$ cat src/rtl/core/gpp_pkg.sv
// Shared types, constants and register codes of the grid partition planner.
package gpp_pkg;

	// Partitions per request at most; the last band or quadrant has index MAX_PARTS-1
	localparam int MAX_PARTS = 4;
	localparam int PART_W = $clog2(MAX_PARTS);
	localparam logic [PART_W-1:0] LAST_PART = PART_W'(MAX_PARTS - 1);

	// Request queue between front and back
	localparam int QUEUE_DEPTH = 2;

	// Request codes that split the grid
	localparam logic [3:0] REQ_TWO = 4'd2;
	localparam logic [3:0] REQ_FOUR = 4'd4;

	// Grid size thresholds
	localparam logic [7:0] SPLIT_MIN = 8'd4;
	localparam logic [7:0] BAND_MIN_ROWS = 8'd8;

	// Configuration register indexes
	localparam int CFG_IDX_W = 3;
	localparam logic [CFG_IDX_W-1:0] CFG_GRID_ROWS = 3'd0;
	localparam logic [CFG_IDX_W-1:0] CFG_GRID_COLS = 3'd1;
	localparam logic [CFG_IDX_W-1:0] CFG_CORE_PE = 3'd2;
	localparam logic [CFG_IDX_W-1:0] CFG_CORE_FU = 3'd3;
	localparam logic [CFG_IDX_W-1:0] CFG_CORE_SPM = 3'd4;

	// Reset values of the configuration registers
	localparam logic [7:0] RST_GRID_ROWS = 8'd4;
	localparam logic [7:0] RST_GRID_COLS = 8'd4;
	localparam logic [15:0] RST_CORE_PE = 16'd16;
	localparam logic [15:0] RST_CORE_FU = 16'd16;
	localparam logic [31:0] RST_CORE_SPM = 32'd65536;

	// How a request is carried out
	typedef enum logic [2:0] {
		PM_WHOLE,
		PM_ROW2,
		PM_COL2,
		PM_BAND4,
		PM_QUAD4
	} plan_mode_t;

	// Back sequencer states
	typedef enum logic [1:0] {
		BK_IDLE,
		BK_CALC,
		BK_MUL,
		BK_DIV
	} back_state_t;

	typedef struct packed {
		logic [7:0] grid_rows;
		logic [7:0] grid_cols;
		logic [15:0] core_pe_total;
		logic [15:0] core_fu_total;
		logic [31:0] core_spm_total;
	} cfg_t;

	typedef struct packed {
		logic full;
		logic empty;
	} queue_stat_t;

	typedef struct packed {
		logic [7:0] row_first;
		logic [7:0] row_limit;
		logic [7:0] col_first;
		logic [7:0] col_limit;
		logic [15:0] pe_share;
		logic [15:0] fu_share;
		logic [31:0] spm_share;
		logic final_part;
	} result_t;

endpackage

$ cat src/rtl/core/gpp_front.sv
// Front end: accepts requests, classifies the split and hands them to the queue.
module gpp_front (
	input logic clk,
	input logic arst_n,
	input logic start,
	input logic [3:0] partition_count,
	input gpp_pkg::cfg_t cfg,
	input gpp_pkg::queue_stat_t q_stat,
	output logic busy,
	output logic push,
	output gpp_pkg::plan_mode_t push_mode
);

	gpp_pkg::plan_mode_t mode_c;
	gpp_pkg::plan_mode_t mode_s1;
	logic valid_s1;
	logic accept;

	// Pick the split from the count and the grid size
	always_comb begin
		mode_c = gpp_pkg::PM_WHOLE;
		case (partition_count)
			gpp_pkg::REQ_TWO: begin
				if (cfg.grid_rows >= gpp_pkg::SPLIT_MIN) begin
					mode_c = gpp_pkg::PM_ROW2;
				end else if (cfg.grid_cols >= gpp_pkg::SPLIT_MIN) begin
					mode_c = gpp_pkg::PM_COL2;
				end
			end
			gpp_pkg::REQ_FOUR: begin
				if (cfg.grid_rows >= gpp_pkg::BAND_MIN_ROWS) begin
					mode_c = gpp_pkg::PM_BAND4;
				end else if (cfg.grid_rows >= gpp_pkg::SPLIT_MIN &&
						cfg.grid_cols >= gpp_pkg::SPLIT_MIN) begin
					mode_c = gpp_pkg::PM_QUAD4;
				end
			end
			default: begin
				mode_c = gpp_pkg::PM_WHOLE;
			end
		endcase
	end

	// Stage holds one classified request until the queue has room
	assign busy = valid_s1 && q_stat.full;
	assign accept = start && !busy;
	assign push = valid_s1 && !q_stat.full;
	assign push_mode = mode_s1;

	always_ff @(posedge clk or negedge arst_n) begin
		if (!arst_n) begin
			valid_s1 <= 1'b0;
		end else if (accept) begin
			valid_s1 <= 1'b1;
		end else if (push) begin
			valid_s1 <= 1'b0;
		end
	end

	always_ff @(posedge clk) begin
		if (accept) begin
			mode_s1 <= mode_c;
		end
	end

endmodule

$ cat src/rtl/core/gpp_queue.sv
// Small request queue between the front end and the back end.
module gpp_queue #(
	parameter int DEPTH = gpp_pkg::QUEUE_DEPTH
) (
	input logic clk,
	input logic arst_n,
	input logic push,
	input gpp_pkg::plan_mode_t push_mode,
	input logic pop,
	output gpp_pkg::plan_mode_t pop_mode,
	output gpp_pkg::queue_stat_t q_stat
);

	localparam int PTR_W = (DEPTH > 1) ? $clog2(DEPTH) : 1;
	localparam int CNT_W = $clog2(DEPTH + 1);

	gpp_pkg::plan_mode_t mem_q [DEPTH];
	logic [PTR_W-1:0] wr_ptr_q;
	logic [PTR_W-1:0] rd_ptr_q;
	logic [CNT_W-1:0] cnt_q;

	assign q_stat.full = (cnt_q == CNT_W'(DEPTH));
	assign q_stat.empty = (cnt_q == '0);
	assign pop_mode = mem_q[rd_ptr_q];

	// Pointers and fill count
	always_ff @(posedge clk or negedge arst_n) begin
		if (!arst_n) begin
			wr_ptr_q <= '0;
			rd_ptr_q <= '0;
			cnt_q <= '0;
		end else begin
			if (push) begin
				wr_ptr_q <= (wr_ptr_q == PTR_W'(DEPTH - 1)) ? '0 : wr_ptr_q + 1'b1;
			end
			if (pop) begin
				rd_ptr_q <= (rd_ptr_q == PTR_W'(DEPTH - 1)) ? '0 : rd_ptr_q + 1'b1;
			end
			case ({push, pop})
				2'b10: cnt_q <= cnt_q + 1'b1;
				2'b01: cnt_q <= cnt_q - 1'b1;
				default: cnt_q <= cnt_q;
			endcase
		end
	end

	// Entry storage
	always_ff @(posedge clk) begin
		if (push) begin
			mem_q[wr_ptr_q] <= push_mode;
		end
	end

endmodule

$ cat src/rtl/core/gpp_div.sv
// Iterative radix-4 divider producing both resource shares in lockstep.
module gpp_div (
	input logic clk,
	input logic arst_n,
	input logic start,
	input logic [31:0] num_fu,
	input logic [47:0] num_spm,
	input logic [15:0] den,
	output logic done,
	output logic [15:0] q_fu,
	output logic [31:0] q_spm
);

	// Two restoring steps; rem stays below den, sh shifts dividend out, quotient in
	function automatic logic [47:0] div_step(input logic [15:0] rem,
			input logic [31:0] sh, input logic [15:0] dv);
		logic [16:0] t1;
		logic [16:0] t2;
		logic [15:0] r1;
		logic [15:0] r2;
		logic ge1;
		logic ge2;
		t1 = {rem, sh[31]};
		ge1 = (t1 >= {1'b0, dv});
		r1 = ge1 ? 16'(t1 - {1'b0, dv}) : t1[15:0];
		t2 = {r1, sh[30]};
		ge2 = (t2 >= {1'b0, dv});
		r2 = ge2 ? 16'(t2 - {1'b0, dv}) : t2[15:0];
		return {r2, sh[29:0], ge1, ge2};
	endfunction

	logic [15:0] den_q;
	logic [15:0] rem_fu_q;
	logic [31:0] sh_fu_q;
	logic [15:0] rem_spm_q;
	logic [31:0] sh_spm_q;
	logic [3:0] cnt_q;
	logic busy_q;
	logic done_q;
	logic [47:0] nxt_fu;
	logic [47:0] nxt_spm;

	assign nxt_fu = div_step(rem_fu_q, sh_fu_q, den_q);
	assign nxt_spm = div_step(rem_spm_q, sh_spm_q, den_q);
	assign done = done_q;
	assign q_fu = sh_fu_q[15:0];
	assign q_spm = sh_spm_q;

	// Step counter
	always_ff @(posedge clk or negedge arst_n) begin
		if (!arst_n) begin
			busy_q <= 1'b0;
			done_q <= 1'b0;
			cnt_q <= '0;
		end else begin
			done_q <= busy_q && (cnt_q == '0);
			if (start) begin
				busy_q <= 1'b1;
				cnt_q <= '1;
			end else if (busy_q) begin
				if (cnt_q == '0) begin
					busy_q <= 1'b0;
				end
				cnt_q <= cnt_q - 1'b1;
			end
		end
	end

	// Datapath; quotients fit 32 bits so the top dividend word seeds the remainder
	always_ff @(posedge clk) begin
		if (start) begin
			den_q <= den;
			rem_fu_q <= '0;
			sh_fu_q <= num_fu;
			rem_spm_q <= num_spm[47:32];
			sh_spm_q <= num_spm[31:0];
		end else if (busy_q) begin
			rem_fu_q <= nxt_fu[47:32];
			sh_fu_q <= nxt_fu[31:0];
			rem_spm_q <= nxt_spm[47:32];
			sh_spm_q <= nxt_spm[31:0];
		end
	end

endmodule

$ cat src/rtl/core/gpp_back.sv
// Back end: walks the partitions of each queued request and drives the results.
module gpp_back (
	input logic clk,
	input logic arst_n,
	input gpp_pkg::cfg_t cfg,
	input gpp_pkg::queue_stat_t q_stat,
	input gpp_pkg::plan_mode_t q_mode,
	output logic pop,
	output logic res_valid,
	output gpp_pkg::result_t res
);

	gpp_pkg::back_state_t state_q;
	gpp_pkg::back_state_t state_nxt;
	gpp_pkg::plan_mode_t mode_q;
	logic [gpp_pkg::PART_W-1:0] k_q;

	// Partition geometry, registered in CALC
	logic [7:0] rf_c, rl_c, cf_c, cl_c;
	logic [7:0] h_c, w_c, band_c, band_first_c, mid_r_c, mid_c_c;
	logic [15:0] area_c, m_c, den_c;
	logic last_c;
	logic [7:0] rf_q, rl_q, cf_q, cl_q;
	logic [15:0] pe_q, m_q, den_q;
	logic last_q;

	// Divider hookup and saved first-half shares
	logic div_start, div_done;
	logic [31:0] num_fu;
	logic [47:0] num_spm;
	logic [15:0] q_fu;
	logic [31:0] q_spm;
	logic [15:0] fu0_q;
	logic [31:0] spm0_q;

	logic no_div, rem_part, out_load;
	logic res_valid_q;
	gpp_pkg::result_t res_q;

	assign mid_r_c = cfg.grid_rows >> 1;
	assign mid_c_c = cfg.grid_cols >> 1;
	assign band_c = cfg.grid_rows >> 2;

	// Start row of a band
	always_comb begin
		case (k_q)
			2'd0: band_first_c = '0;
			2'd1: band_first_c = band_c;
			2'd2: band_first_c = band_c << 1;
			default: band_first_c = 8'(band_c + (band_c << 1));
		endcase
	end

	// Rectangle of partition k
	always_comb begin
		rf_c = '0;
		rl_c = cfg.grid_rows;
		cf_c = '0;
		cl_c = cfg.grid_cols;
		case (mode_q)
			gpp_pkg::PM_ROW2: begin
				rf_c = k_q[0] ? mid_r_c : '0;
				rl_c = k_q[0] ? cfg.grid_rows : mid_r_c;
			end
			gpp_pkg::PM_COL2: begin
				cf_c = k_q[0] ? mid_c_c : '0;
				cl_c = k_q[0] ? cfg.grid_cols : mid_c_c;
			end
			gpp_pkg::PM_BAND4: begin
				rf_c = band_first_c;
				rl_c = (k_q == gpp_pkg::LAST_PART) ? cfg.grid_rows :
						8'(band_first_c + band_c);
			end
			gpp_pkg::PM_QUAD4: begin
				rf_c = k_q[1] ? mid_r_c : '0;
				rl_c = k_q[1] ? cfg.grid_rows : mid_r_c;
				cf_c = k_q[0] ? mid_c_c : '0;
				cl_c = k_q[0] ? cfg.grid_cols : mid_c_c;
			end
			default: begin
				rf_c = '0;
			end
		endcase
	end

	assign h_c = rl_c - rf_c;
	assign w_c = cl_c - cf_c;
	assign area_c = 16'(h_c) * 16'(w_c);

	// Share multiplier, divisor and last mark
	always_comb begin
		m_c = '0;
		den_c = '0;
		last_c = (k_q == gpp_pkg::LAST_PART);
		case (mode_q)
			gpp_pkg::PM_ROW2: begin
				m_c = {8'd0, h_c};
				den_c = {8'd0, cfg.grid_rows};
				last_c = k_q[0];
			end
			gpp_pkg::PM_COL2: begin
				m_c = {8'd0, w_c};
				den_c = {8'd0, cfg.grid_cols};
				last_c = k_q[0];
			end
			gpp_pkg::PM_BAND4: begin
				m_c = {8'd0, h_c};
				den_c = {8'd0, cfg.grid_rows};
			end
			gpp_pkg::PM_QUAD4: begin
				m_c = area_c;
				den_c = 16'(cfg.grid_rows) * 16'(cfg.grid_cols);
			end
			default: begin
				last_c = 1'b1;
			end
		endcase
	end

	// Second half of a two-way split takes the remainder, no division
	assign rem_part = (mode_q == gpp_pkg::PM_ROW2 || mode_q == gpp_pkg::PM_COL2) &&
			k_q[0];
	assign no_div = (mode_q == gpp_pkg::PM_WHOLE) || rem_part;

	assign num_fu = 32'(cfg.core_fu_total) * 32'(m_q);
	assign num_spm = 48'(cfg.core_spm_total) * 48'(m_q);

	gpp_div u_div (
		.clk(clk),
		.arst_n(arst_n),
		.start(div_start),
		.num_fu(num_fu),
		.num_spm(num_spm),
		.den(den_q),
		.done(div_done),
		.q_fu(q_fu),
		.q_spm(q_spm)
	);

	// Next state
	always_comb begin
		state_nxt = state_q;
		case (state_q)
			gpp_pkg::BK_IDLE: begin
				if (!q_stat.empty) begin
					state_nxt = gpp_pkg::BK_CALC;
				end
			end
			gpp_pkg::BK_CALC: begin
				state_nxt = gpp_pkg::BK_MUL;
			end
			gpp_pkg::BK_MUL: begin
				if (!no_div) begin
					state_nxt = gpp_pkg::BK_DIV;
				end else if (last_q) begin
					state_nxt = gpp_pkg::BK_IDLE;
				end else begin
					state_nxt = gpp_pkg::BK_CALC;
				end
			end
			gpp_pkg::BK_DIV: begin
				if (div_done) begin
					state_nxt = last_q ? gpp_pkg::BK_IDLE : gpp_pkg::BK_CALC;
				end
			end
			default: begin
				state_nxt = gpp_pkg::BK_IDLE;
			end
		endcase
	end

	// Control outputs
	always_comb begin
		pop = 1'b0;
		div_start = 1'b0;
		out_load = 1'b0;
		case (state_q)
			gpp_pkg::BK_IDLE: begin
				pop = !q_stat.empty;
			end
			gpp_pkg::BK_MUL: begin
				div_start = !no_div;
				out_load = no_div;
			end
			gpp_pkg::BK_DIV: begin
				out_load = div_done;
			end
			default: begin
				pop = 1'b0;
			end
		endcase
	end

	// Control registers
	always_ff @(posedge clk or negedge arst_n) begin
		if (!arst_n) begin
			state_q <= gpp_pkg::BK_IDLE;
			k_q <= '0;
			res_valid_q <= 1'b0;
		end else begin
			state_q <= state_nxt;
			res_valid_q <= out_load;
			if (pop) begin
				k_q <= '0;
			end else if (out_load && !last_q) begin
				k_q <= k_q + 1'b1;
			end
		end
	end

	// Payload registers
	always_ff @(posedge clk) begin
		if (pop) begin
			mode_q <= q_mode;
		end
		if (state_q == gpp_pkg::BK_CALC) begin
			rf_q <= rf_c;
			rl_q <= rl_c;
			cf_q <= cf_c;
			cl_q <= cl_c;
			pe_q <= area_c;
			m_q <= m_c;
			den_q <= den_c;
			last_q <= last_c;
		end
		if (div_done && k_q == '0) begin
			fu0_q <= q_fu;
			spm0_q <= q_spm;
		end
		if (out_load) begin
			res_q.row_first <= rf_q;
			res_q.row_limit <= rl_q;
			res_q.col_first <= cf_q;
			res_q.col_limit <= cl_q;
			res_q.final_part <= last_q;
			if (mode_q == gpp_pkg::PM_WHOLE) begin
				res_q.pe_share <= cfg.core_pe_total;
				res_q.fu_share <= cfg.core_fu_total;
				res_q.spm_share <= cfg.core_spm_total;
			end else if (rem_part) begin
				res_q.pe_share <= pe_q;
				res_q.fu_share <= cfg.core_fu_total - fu0_q;
				res_q.spm_share <= cfg.core_spm_total - spm0_q;
			end else begin
				res_q.pe_share <= pe_q;
				res_q.fu_share <= q_fu;
				res_q.spm_share <= q_spm;
			end
		end
	end

	assign res_valid = res_valid_q;
	assign res = res_q;

endmodule

$ cat src/rtl/core/grid_partition_planner.sv
// A whole-grid request passes IDLE, CALC and MUL in the back sequencer and is then strobed from a register.
// A divided partition also waits in DIV for the 16-step radix-4 divider;
// the remainder half of a two-way split follows the first half with no division.
// New requests are taken into the front stage and the queue while the back end is still busy.
// Reset clears the queue, the sequencer and the strobe; registers return to defaults.
// Results are strobed for one cycle and the receiver cannot stall them.
module grid_partition_planner #(
	parameter int QUEUE_DEPTH = gpp_pkg::QUEUE_DEPTH
) (
	input logic clk,
	input logic arst_n,
	input logic cfg_valid,
	output logic cfg_ready,
	input logic [gpp_pkg::CFG_IDX_W-1:0] cfg_index,
	input logic [31:0] cfg_data,
	input logic start,
	output logic busy,
	input logic [3:0] partition_count,
	output logic valid,
	output logic [7:0] row_first,
	output logic [7:0] row_limit,
	output logic [7:0] col_first,
	output logic [7:0] col_limit,
	output logic [15:0] pe_share,
	output logic [15:0] fu_share,
	output logic [31:0] spm_share,
	output logic final_part
);

	gpp_pkg::cfg_t cfg_q;
	gpp_pkg::queue_stat_t q_stat;
	gpp_pkg::plan_mode_t push_mode;
	gpp_pkg::plan_mode_t pop_mode;
	gpp_pkg::result_t res;
	logic q_push;
	logic q_pop;

	// Configuration registers; writes are always taken
	assign cfg_ready = 1'b1;

	always_ff @(posedge clk or negedge arst_n) begin
		if (!arst_n) begin
			cfg_q.grid_rows <= gpp_pkg::RST_GRID_ROWS;
			cfg_q.grid_cols <= gpp_pkg::RST_GRID_COLS;
			cfg_q.core_pe_total <= gpp_pkg::RST_CORE_PE;
			cfg_q.core_fu_total <= gpp_pkg::RST_CORE_FU;
			cfg_q.core_spm_total <= gpp_pkg::RST_CORE_SPM;
		end else if (cfg_valid && cfg_ready) begin
			case (cfg_index)
				gpp_pkg::CFG_GRID_ROWS: cfg_q.grid_rows <= cfg_data[7:0];
				gpp_pkg::CFG_GRID_COLS: cfg_q.grid_cols <= cfg_data[7:0];
				gpp_pkg::CFG_CORE_PE: cfg_q.core_pe_total <= cfg_data[15:0];
				gpp_pkg::CFG_CORE_FU: cfg_q.core_fu_total <= cfg_data[15:0];
				gpp_pkg::CFG_CORE_SPM: cfg_q.core_spm_total <= cfg_data;
				default: cfg_q <= cfg_q;
			endcase
		end
	end

	gpp_front u_front (
		.clk(clk),
		.arst_n(arst_n),
		.start(start),
		.partition_count(partition_count),
		.cfg(cfg_q),
		.q_stat(q_stat),
		.busy(busy),
		.push(q_push),
		.push_mode(push_mode)
	);

	gpp_queue #(
		.DEPTH(QUEUE_DEPTH)
	) u_queue (
		.clk(clk),
		.arst_n(arst_n),
		.push(q_push),
		.push_mode(push_mode),
		.pop(q_pop),
		.pop_mode(pop_mode),
		.q_stat(q_stat)
	);

	gpp_back u_back (
		.clk(clk),
		.arst_n(arst_n),
		.cfg(cfg_q),
		.q_stat(q_stat),
		.q_mode(pop_mode),
		.pop(q_pop),
		.res_valid(valid),
		.res(res)
	);

	assign row_first = res.row_first;
	assign row_limit = res.row_limit;
	assign col_first = res.col_first;
	assign col_limit = res.col_limit;
	assign pe_share = res.pe_share;
	assign fu_share = res.fu_share;
	assign spm_share = res.spm_share;
	assign final_part = res.final_part;

	// Queue never written when full, never read when empty
	a_no_overflow: assert property (@(posedge clk) disable iff (!arst_n)
			q_push |-> !q_stat.full) else $error("queue push while full");
	a_no_underflow: assert property (@(posedge clk) disable iff (!arst_n)
			q_pop |-> !q_stat.empty) else $error("queue pop while empty");
	// Front stalls only on a full queue
	a_busy_full: assert property (@(posedge clk) disable iff (!arst_n)
			busy |-> q_stat.full) else $error("busy without full queue");
	// Each partition passes CALC and MUL in the sequencer, so result strobes never come back to back
	a_strobe_gap: assert property (@(posedge clk) disable iff (!arst_n)
			valid |=> !valid) else $error("result strobe on consecutive cycles");

endmodule
$ cat config.mk
export PLATFORM = sky130hd
export DESIGN_NAME = grid_partition_planner
export DESIGN_NICKNAME = d
export VERILOG_FILES = /design/src/rtl/core/gpp_pkg.sv /design/src/rtl/core/gpp_front.sv /design/src/rtl/core/gpp_queue.sv /design/src/rtl/core/gpp_div.sv /design/src/rtl/core/gpp_back.sv /design/src/rtl/core/grid_partition_planner.sv
export SDC_FILE = /design/constraint.sdc
export NUM_CORES = 2
export LEC_CHECK = 0
export ABC_CLOCK_PERIOD_IN_PS = 11050
export BUFFER_PORTS_ARGS = -buffer_cell sky130_fd_sc_hd__buf_2
export CAP_MARGIN = 20
export CORE_AREA = 2 2 327 329
export DETAILED_ROUTE_END_ITERATION = 8
export DIE_AREA = 0 0 329 331
export PLACE_DENSITY_LB_ADDON = 0.1
export SLEW_MARGIN = 10
export SYNTH_ARGS = -nofsm -noshare
export SYNTH_HDL_FRONTEND = slang
export SYNTH_SLANG_ARGS = --single-unit
export TNS_END_PERCENT = 1
$ cat constraint.sdc
create_clock -name clk -period 11.05 [get_ports clk]
set_input_delay 0.5525 -clock clk [delete_from_list [all_inputs] [get_ports clk]]
set_output_delay 0.5525 -clock clk [all_outputs]
set_load 0.02 [all_outputs]
; ---- Yosys cells after proc, flatten, opt, wreduce, memory -nomap -nowiden
; Memories as Yosys holds them, arrays and structs flattened. A register that Yosys moved wholly into a read port is not among the register bits.
; Cells that the tools add are included.
[classes]
reduce_logical = 35
addsub = 16
n_eq_ne = 21
n_lt_le_gt_ge = 7
muxes = 54
mul = 4
[op_table]
columns = op, n
row1 = two-way mux 32 bit, 4
row2 = two-way mux 16 bit, 6
row3 = one-hot mux 16 bit (3 select lines), 2
row4 = subtractor 16 bit, 5
row5 = one-hot mux 8 bit (3 select lines), 3
row6 = greater-or-equal comparator 17 x 16 -> 1 bit, 4
row7 = two-way mux 64 bit, 1
row8 = multiplier 32 x 16 -> 48 bit, 1
row9 = two-way mux 48 bit, 1
row10 = two-way mux 8 bit, 6
row11 = multiplier 16 x 16 -> 32 bit, 1
row12 = multiplier 8 x 8 -> 16 bit, 2
row13 = subtractor 32 bit, 1
row14 = two-way mux 7 bit, 3
row15 = greater-or-equal comparator 8 x 3 -> 1 bit (second input constant), 2
row16 = subtractor 8 bit, 2
row17 = equality test 2 bit (second input constant), 6
row18 = equality test 3 x 2 -> 1 bit (second input constant), 4
row19 = two-way mux 1 bit, 12
row20 = two-way mux 2 bit, 6
row21 = AND reduction 2 bit, 6
row22 = two-way mux 3 bit, 3
row23 = adder 6 x 7 -> 8 bit, 1
row24 = adder 8 x 6 -> 8 bit, 1
row25 = other kinds (24), 54
[totals]
ramBits = 6
inputBits = 43
elab_cells = 177
mem_count = 1
reg_bits = 437
output_inout_bits = 100
[memory_table]
columns = name, depth, width, read_ports, rd_clocked_by_memory_dff, write_ports, line
row1 = u_queue.mem_q, 2, 3, 1, 1, 1, gpp_queue.sv:17  ; gpp_pkg::plan_mode_t mem_q [DEPTH];

; ---- Depth between registers and ports, before layout
[logic_depth]
depth_word = 8
depth_mapped = 35
mapped_depth_nobuf = 34

; ---- By module
; A second synthesis with hierarchy kept.
[unflattened]
hier_cells = 5342
hier_area_um2 = 52490.3
[by_module_without_submodules]
columns = module, area_per_inst_um2, cells_per_inst, n_inst, seq_area_each_um2
row1 = gpp_back, 40337.4, 4310, 1, 6941.7
row2 = gpp_div, 8463.1, 811, 1, 3353.2
row3 = grid_partition_planner, 3062.9, 175, 1, 2008.2
row4 = gpp_queue, 400.4, 25, 1, 280.3
row5 = gpp_front, 226.5, 21, 1, 115.1

; ---- Worst setup path after synthesis
; OpenSTA, ideal clock, no wires.
[synth_timing]
kind = register to register
start = register u_back.k_q[0] in the netlist's numbering
end = register u_back.m_q[15], data pin
setup_slack_ns = 3.328
setup_time_ns = 0.255
arrival_time_ns = 7.468
required_time_ns = 10.795
n_path_buf = 2
synth_period_minus_slack_ns = 7.722
stages_incl_launch_ff = 35
path_cell_list = dfrtp_1 > ha_1 > clkbuf_1 > clkbuf_1 > nor2_1 > nor2_1 > ha_1 > fa_1 > a222oi_1 > inv_1 > ha_1 > nor2b_1 > o21ai_0 > nand2b_1 > a21o_1 > a21o_1 > xnor2_1 > nor2_1 > fa_1 > inv_1 > fa_1 > inv_1 > fa_1 > inv_1 > fa_1 > inv_1 > ha_1 > inv_1 > o21bai_1 > a21oi_1 > o21bai_1 > a41oi_1 > a21oi_1 > xnor2_1 > and2_1
[synth_between]
elab_chain_len = 8
elab_cells_between_ends = 19
cone_classes = add/sub (3) / mul (1) / eq/ne (3) / mux (11) / reduce/logical (1)
[synth_rtl]
columns = item, line
row1 = start: declaration, gpp_back.sv:16  ; logic [gpp_pkg::PART_W-1:0] k_q;
row2 = start signal: assignment, gpp_back.sv:206  ; k_q <= k_q + 1'b1;
row3 = "equality test 2 bit, or another cell as far along", gpp_back.sv:46  ; case (k_q)
row4 = one-hot mux 8 bit (3 select lines), gpp_back.sv:46
row5 = adder 8 x 6 -> 8 bit, gpp_back.sv:72  ; 8'(band_first_c + band_c);
row6 = two-way mux 8 bit, gpp_back.sv:71  ; rl_c = (k_q == gpp_pkg::LAST_PART) ? cfg.grid_rows :
row7 = one-hot mux 8 bit (3 select lines) *, gpp_back.sv:60  ; case (mode_q)
row8 = net u_back.rl_c[1], gpp_back.sv:19  ; logic [7:0] rf_c, rl_c, cf_c, cl_c;
row9 = subtractor 8 bit *, gpp_back.sv:86  ; assign h_c = rl_c - rf_c;
row10 = multiplier 8 x 8 -> 16 bit *, gpp_back.sv:88  ; assign area_c = 16'(h_c) * 16'(w_c);
row11 = net u_back.area_c[15], gpp_back.sv:21  ; logic [15:0] area_c, m_c, den_c;
row12 = one-hot mux 16 bit (3 select lines) *, gpp_back.sv:95  ; case (mode_q)
row13 = net u_back.m_c[15], gpp_back.sv:21
row14 = end signal: assignment, gpp_back.sv:222  ; m_q <= m_c;
row15 = end: declaration, gpp_back.sv:24  ; logic [15:0] pe_q, m_q, den_q;
; Mark *: on every way through the listed nets, which the timed path passes. The rest lies on a longest branch.
; A chain may end at the register's enable or synchronous reset.

; ---- Worst setup path after layout
[layout_timing]
start = register cfg_q[75] in the netlist's numbering
end = register u_back.m_q[15], data pin
[layout_between]
elab_chain_len = 8
elab_cells_between_ends = 13
cone_classes = add/sub (3) / mul (1) / mux (9)
[layout_rtl]
columns = item, line
row1 = start: declaration, grid_partition_planner.sv:30  ; gpp_pkg::cfg_t cfg_q;
row2 = start signal: assignment, grid_partition_planner.sv:55  ; default: cfg_q <= cfg_q;
row3 = adder 6 x 7 -> 8 bit, gpp_back.sv:50  ; default: band_first_c = 8'(band_c + (band_c << 1));
row4 = one-hot mux 8 bit (3 select lines), gpp_back.sv:46
row5 = adder 8 x 6 -> 8 bit, gpp_back.sv:72
row6 = two-way mux 8 bit, gpp_back.sv:71
row7 = one-hot mux 8 bit (3 select lines) *, gpp_back.sv:60
row8 = net u_back.rl_c[3], gpp_back.sv:19
row9 = subtractor 8 bit *, gpp_back.sv:86
row10 = multiplier 8 x 8 -> 16 bit *, gpp_back.sv:88
row11 = net u_back.area_c[15], gpp_back.sv:21
row12 = one-hot mux 16 bit (3 select lines) *, gpp_back.sv:95
row13 = net u_back.m_c[15], gpp_back.sv:21
; Marks and branches as above.

==> run metrics <==
Synth warnings 0; nets 6658; Post-Synth XOR/XNOR Area 3.364%; Core Footprint around 0.10 mm^2; final setup fails 0; vias in the first global route 39877; syn_nets ~6700; DRC violations left 0; Post-CTS Setup Bufs 0; arrival time worst endpoint 8890 ps; critical path class register to register; num ports 143; # port buffers 140; unrepaired setup endpoints after global routing no; status complete, no violations; Final GP Congestion 0.9097; # resized after CTS 0; fmax ~0.12 GHz; Worst-Margin Slew 1115 ps; Synth cell types 94; remaining antenna violation count 0; Filler Cells Inserted 9651; Compound-Gate Fraction of Synth Area about a tenth; total die area between 0.1 and 0.15 mm^2; total grt overflow 0; Post-Syn Instances 5474; layout cells sized above 1 8.607%; Sinks on Clock Net 444; fin crit period 8447 ps; HPWL Detailed 110300 um; number of synthesized flops with an enable pin 332; Tcrit/Tclk final between 70% and 80%; Worst-Skew Late Latency approximately 700 ps; Setup TNS Final 0 ps; CTS root buf clkbuf_16; number of DRC markers in iteration 0 2722; Cell Area, Placed 0.05435 mm^2; main combinational cell family by area after synthesis adder cells; multiplexer share of the synthesized area about 2.7%; count of final hold-check violations 0; Hold Path Class input pin to register; Most common cell on crit path inv_1; Critical Path Sink Type register; die height 331 um; largest net degree at the start of global routing 58; post-DR wirelength/cell roughly 22 um; Syn Area/Cell 9.561 um^2; CP peak stage delay 800 ps; sequential area share after synthesis 24.26%; Data required, critical path 11490 ps; Post-synth top flop edfxtp_1; Bufs on Longest Clock Path 3; CTS tree done; cell area after synthesis about 0.052 mm^2; simple logic cell fraction of the synthesized area 14.23%; Area growth, synth to finish 7.564%; global-route wire length before repair 235300 um; post-route cell area 0.05630 mm^2; 1st-pass router iterations 5; H-tree depth 2; routed wire length 150300 um; TritonCTS Buffers 55; final core utilization around 54%; die width 329 um; most frequent cells in the layout 843 x inv_1, 843 x nand2_1, 694 x fa_1, 448 x ha_1, 332 x edfxtp_1; Tot GR Track Use between 20 and 30%; initial antenna violation count 8; via count a little under 40000; share of synthesized cell area in full adder, half adder and majority cells 37.26%; Rows 119; worst clock skew 56.52 ps; slew margin rel. 25.53%; vias per cell around 5.6; Post-synth ARST share 21.62%; clk slew on worst S/H paths 60 ps; Crit-path slowest cell xnor2_1; Slew Limit Fails 0; Max FO, Critical Path 19; Max-cap violations 0; initial core utilization 49.86%; Yosys reg bits about 440; CP Launch Type register
-- Yosys cell counts (34+ instances only) --
cell type / instances / share of area (%)
a21o_1: 91 / 1.3
a21oi_1: 222 / 2.1
a22oi_1: 44 / 0.63
and2_1: 270 / 3.2
clkbuf_1: 248 / 1.8
dfrtp_1: 91 / 4.4
edfxtp_1: 332 / 19
fa_1: 694 / 27
ha_1: 448 / 11
inv_1: 843 / 6.0
mux2_2: 97 / 2.1
nand2_1: 844 / 6.1
nand3_1: 45 / 0.43
nor2_1: 214 / 1.5
nor2b_1: 34 / 0.41
nor3_1: 43 / 0.41
o21ai_0: 200 / 1.9
or2_2: 34 / 0.41
xnor2_1: 101 / 1.7
xor2_1: 100 / 1.7
-- registers in the layout, indices dropped and copies added (netlist names), 3 cells and up --
register,count
u_back.u_div.rem_fu_q,16
u_back.u_div.sh_fu_q,32
u_back.cl_q,8
cfg_q,80
u_back.rf_q,8
u_back.u_div.rem_spm_q,16
u_back.rl_q,8
u_queue.mem_q,6
u_back.res,96
u_back.pe_q,16
u_back.u_div.den_q,16
u_back.cf_q,7
u_back.u_div.q_spm,32
u_back.mode_q,3
u_back.m_q,16
u_back.spm0_q,32
u_front.push_mode,3
u_back.u_div.cnt_q,4
u_back.fu0_q,16
u_back.den_q,16
-- critical path, delay by kind of cell, from the launching register on --
family | cells | cell delay (ps)
adders and majority gates | 8 | 3490
AOI/OAI and AO/OA | 9 | 1760
xor gates and xnor gates | 3 | 1050
DFF | 1 | 780
buffers and inverters | 7 | 670
and+or+nand+nor | 3 | 420
-- path summary, 6_finish.rpt --
kind                                 from  slack, ps  cells past startpoint          endpoint
setup reg to reg                cfg_q[75]       2600                     30    u_back.m_q[15]
hold reg to reg            u_back.cl_q[4]        410                      0    u_back.res[69]
setup / recovery                cfg_q[75]       2600                     30    u_back.m_q[15]
hold / removal                      start         60                      2  u_front.valid_s1
min in group asynchronous          arst_n        450                      2         cfg_q[56]
max in group asynchronous          arst_n       9180                      3         cfg_q[20]
-- cell type report --
cell class / instances / area, um^2 / share of cell area (%)
Multi-Input combinational cell: 3914 / 35490 / 63.04
Sequential cell: 444 / 12700 / 22.56
Inverter: 844 / 3168 / 5.628
Tap cell: 1391 / 1740 / 3.092
Clock buffer: 66 / 1438 / 2.554
Timing Repair Buffer: 214 / 1261 / 2.240
Clock inverter: 37 / 498.0 / 0.8846
Antenna cell: 1 / 2.502 / 0.004445
-- cells by family (layout without fill, tap and decap cells) --
| family | count (synthesis) | in the layout |
|---|---|---|
| other | 2 | 3 |
| buffers and inverters | 1116 | 1161 |
| multiplexers | 129 | 129 |
| XOR/XNOR | 201 | 201 |
| AO/OA/AOI/OAI | 822 | 822 |
| AND/OR/NAND/NOR | 1618 | 1618 |
| adder cells (fa/ha/maj) | 1142 | 1142 |
| flip-flops | 444 | 444 |
-- per-layer routing --
layer  wire length (um)  up-vias  GRT usage [%]
met5                 74        -              0
met4               4118       10          7.485
met3              11440      226          5.226
met2              68260     1275          45.06
met1              66400    19699          39.81
li1                   -    17742              -
-- stage by stage --
stage	setup WS (ps)	hold slack, ps	std cells
global placement	2788	400.8	6806
floorplan	3328	256.9	5474
detailed placement	2672	404.5	6806
global route	1924	43.85	6910
CTS	2586	17.70	6910
finish	2603	61.78	6911
-- what timing repair did --
action                     CTS  global route
hold endpoints to repair    39             0
hold buffers                 1             0
setup endpoints to repair    0             0
Power is not shown: default switching activity piles up to over one toggle a cycle in this logic, so the estimate is an artifact.
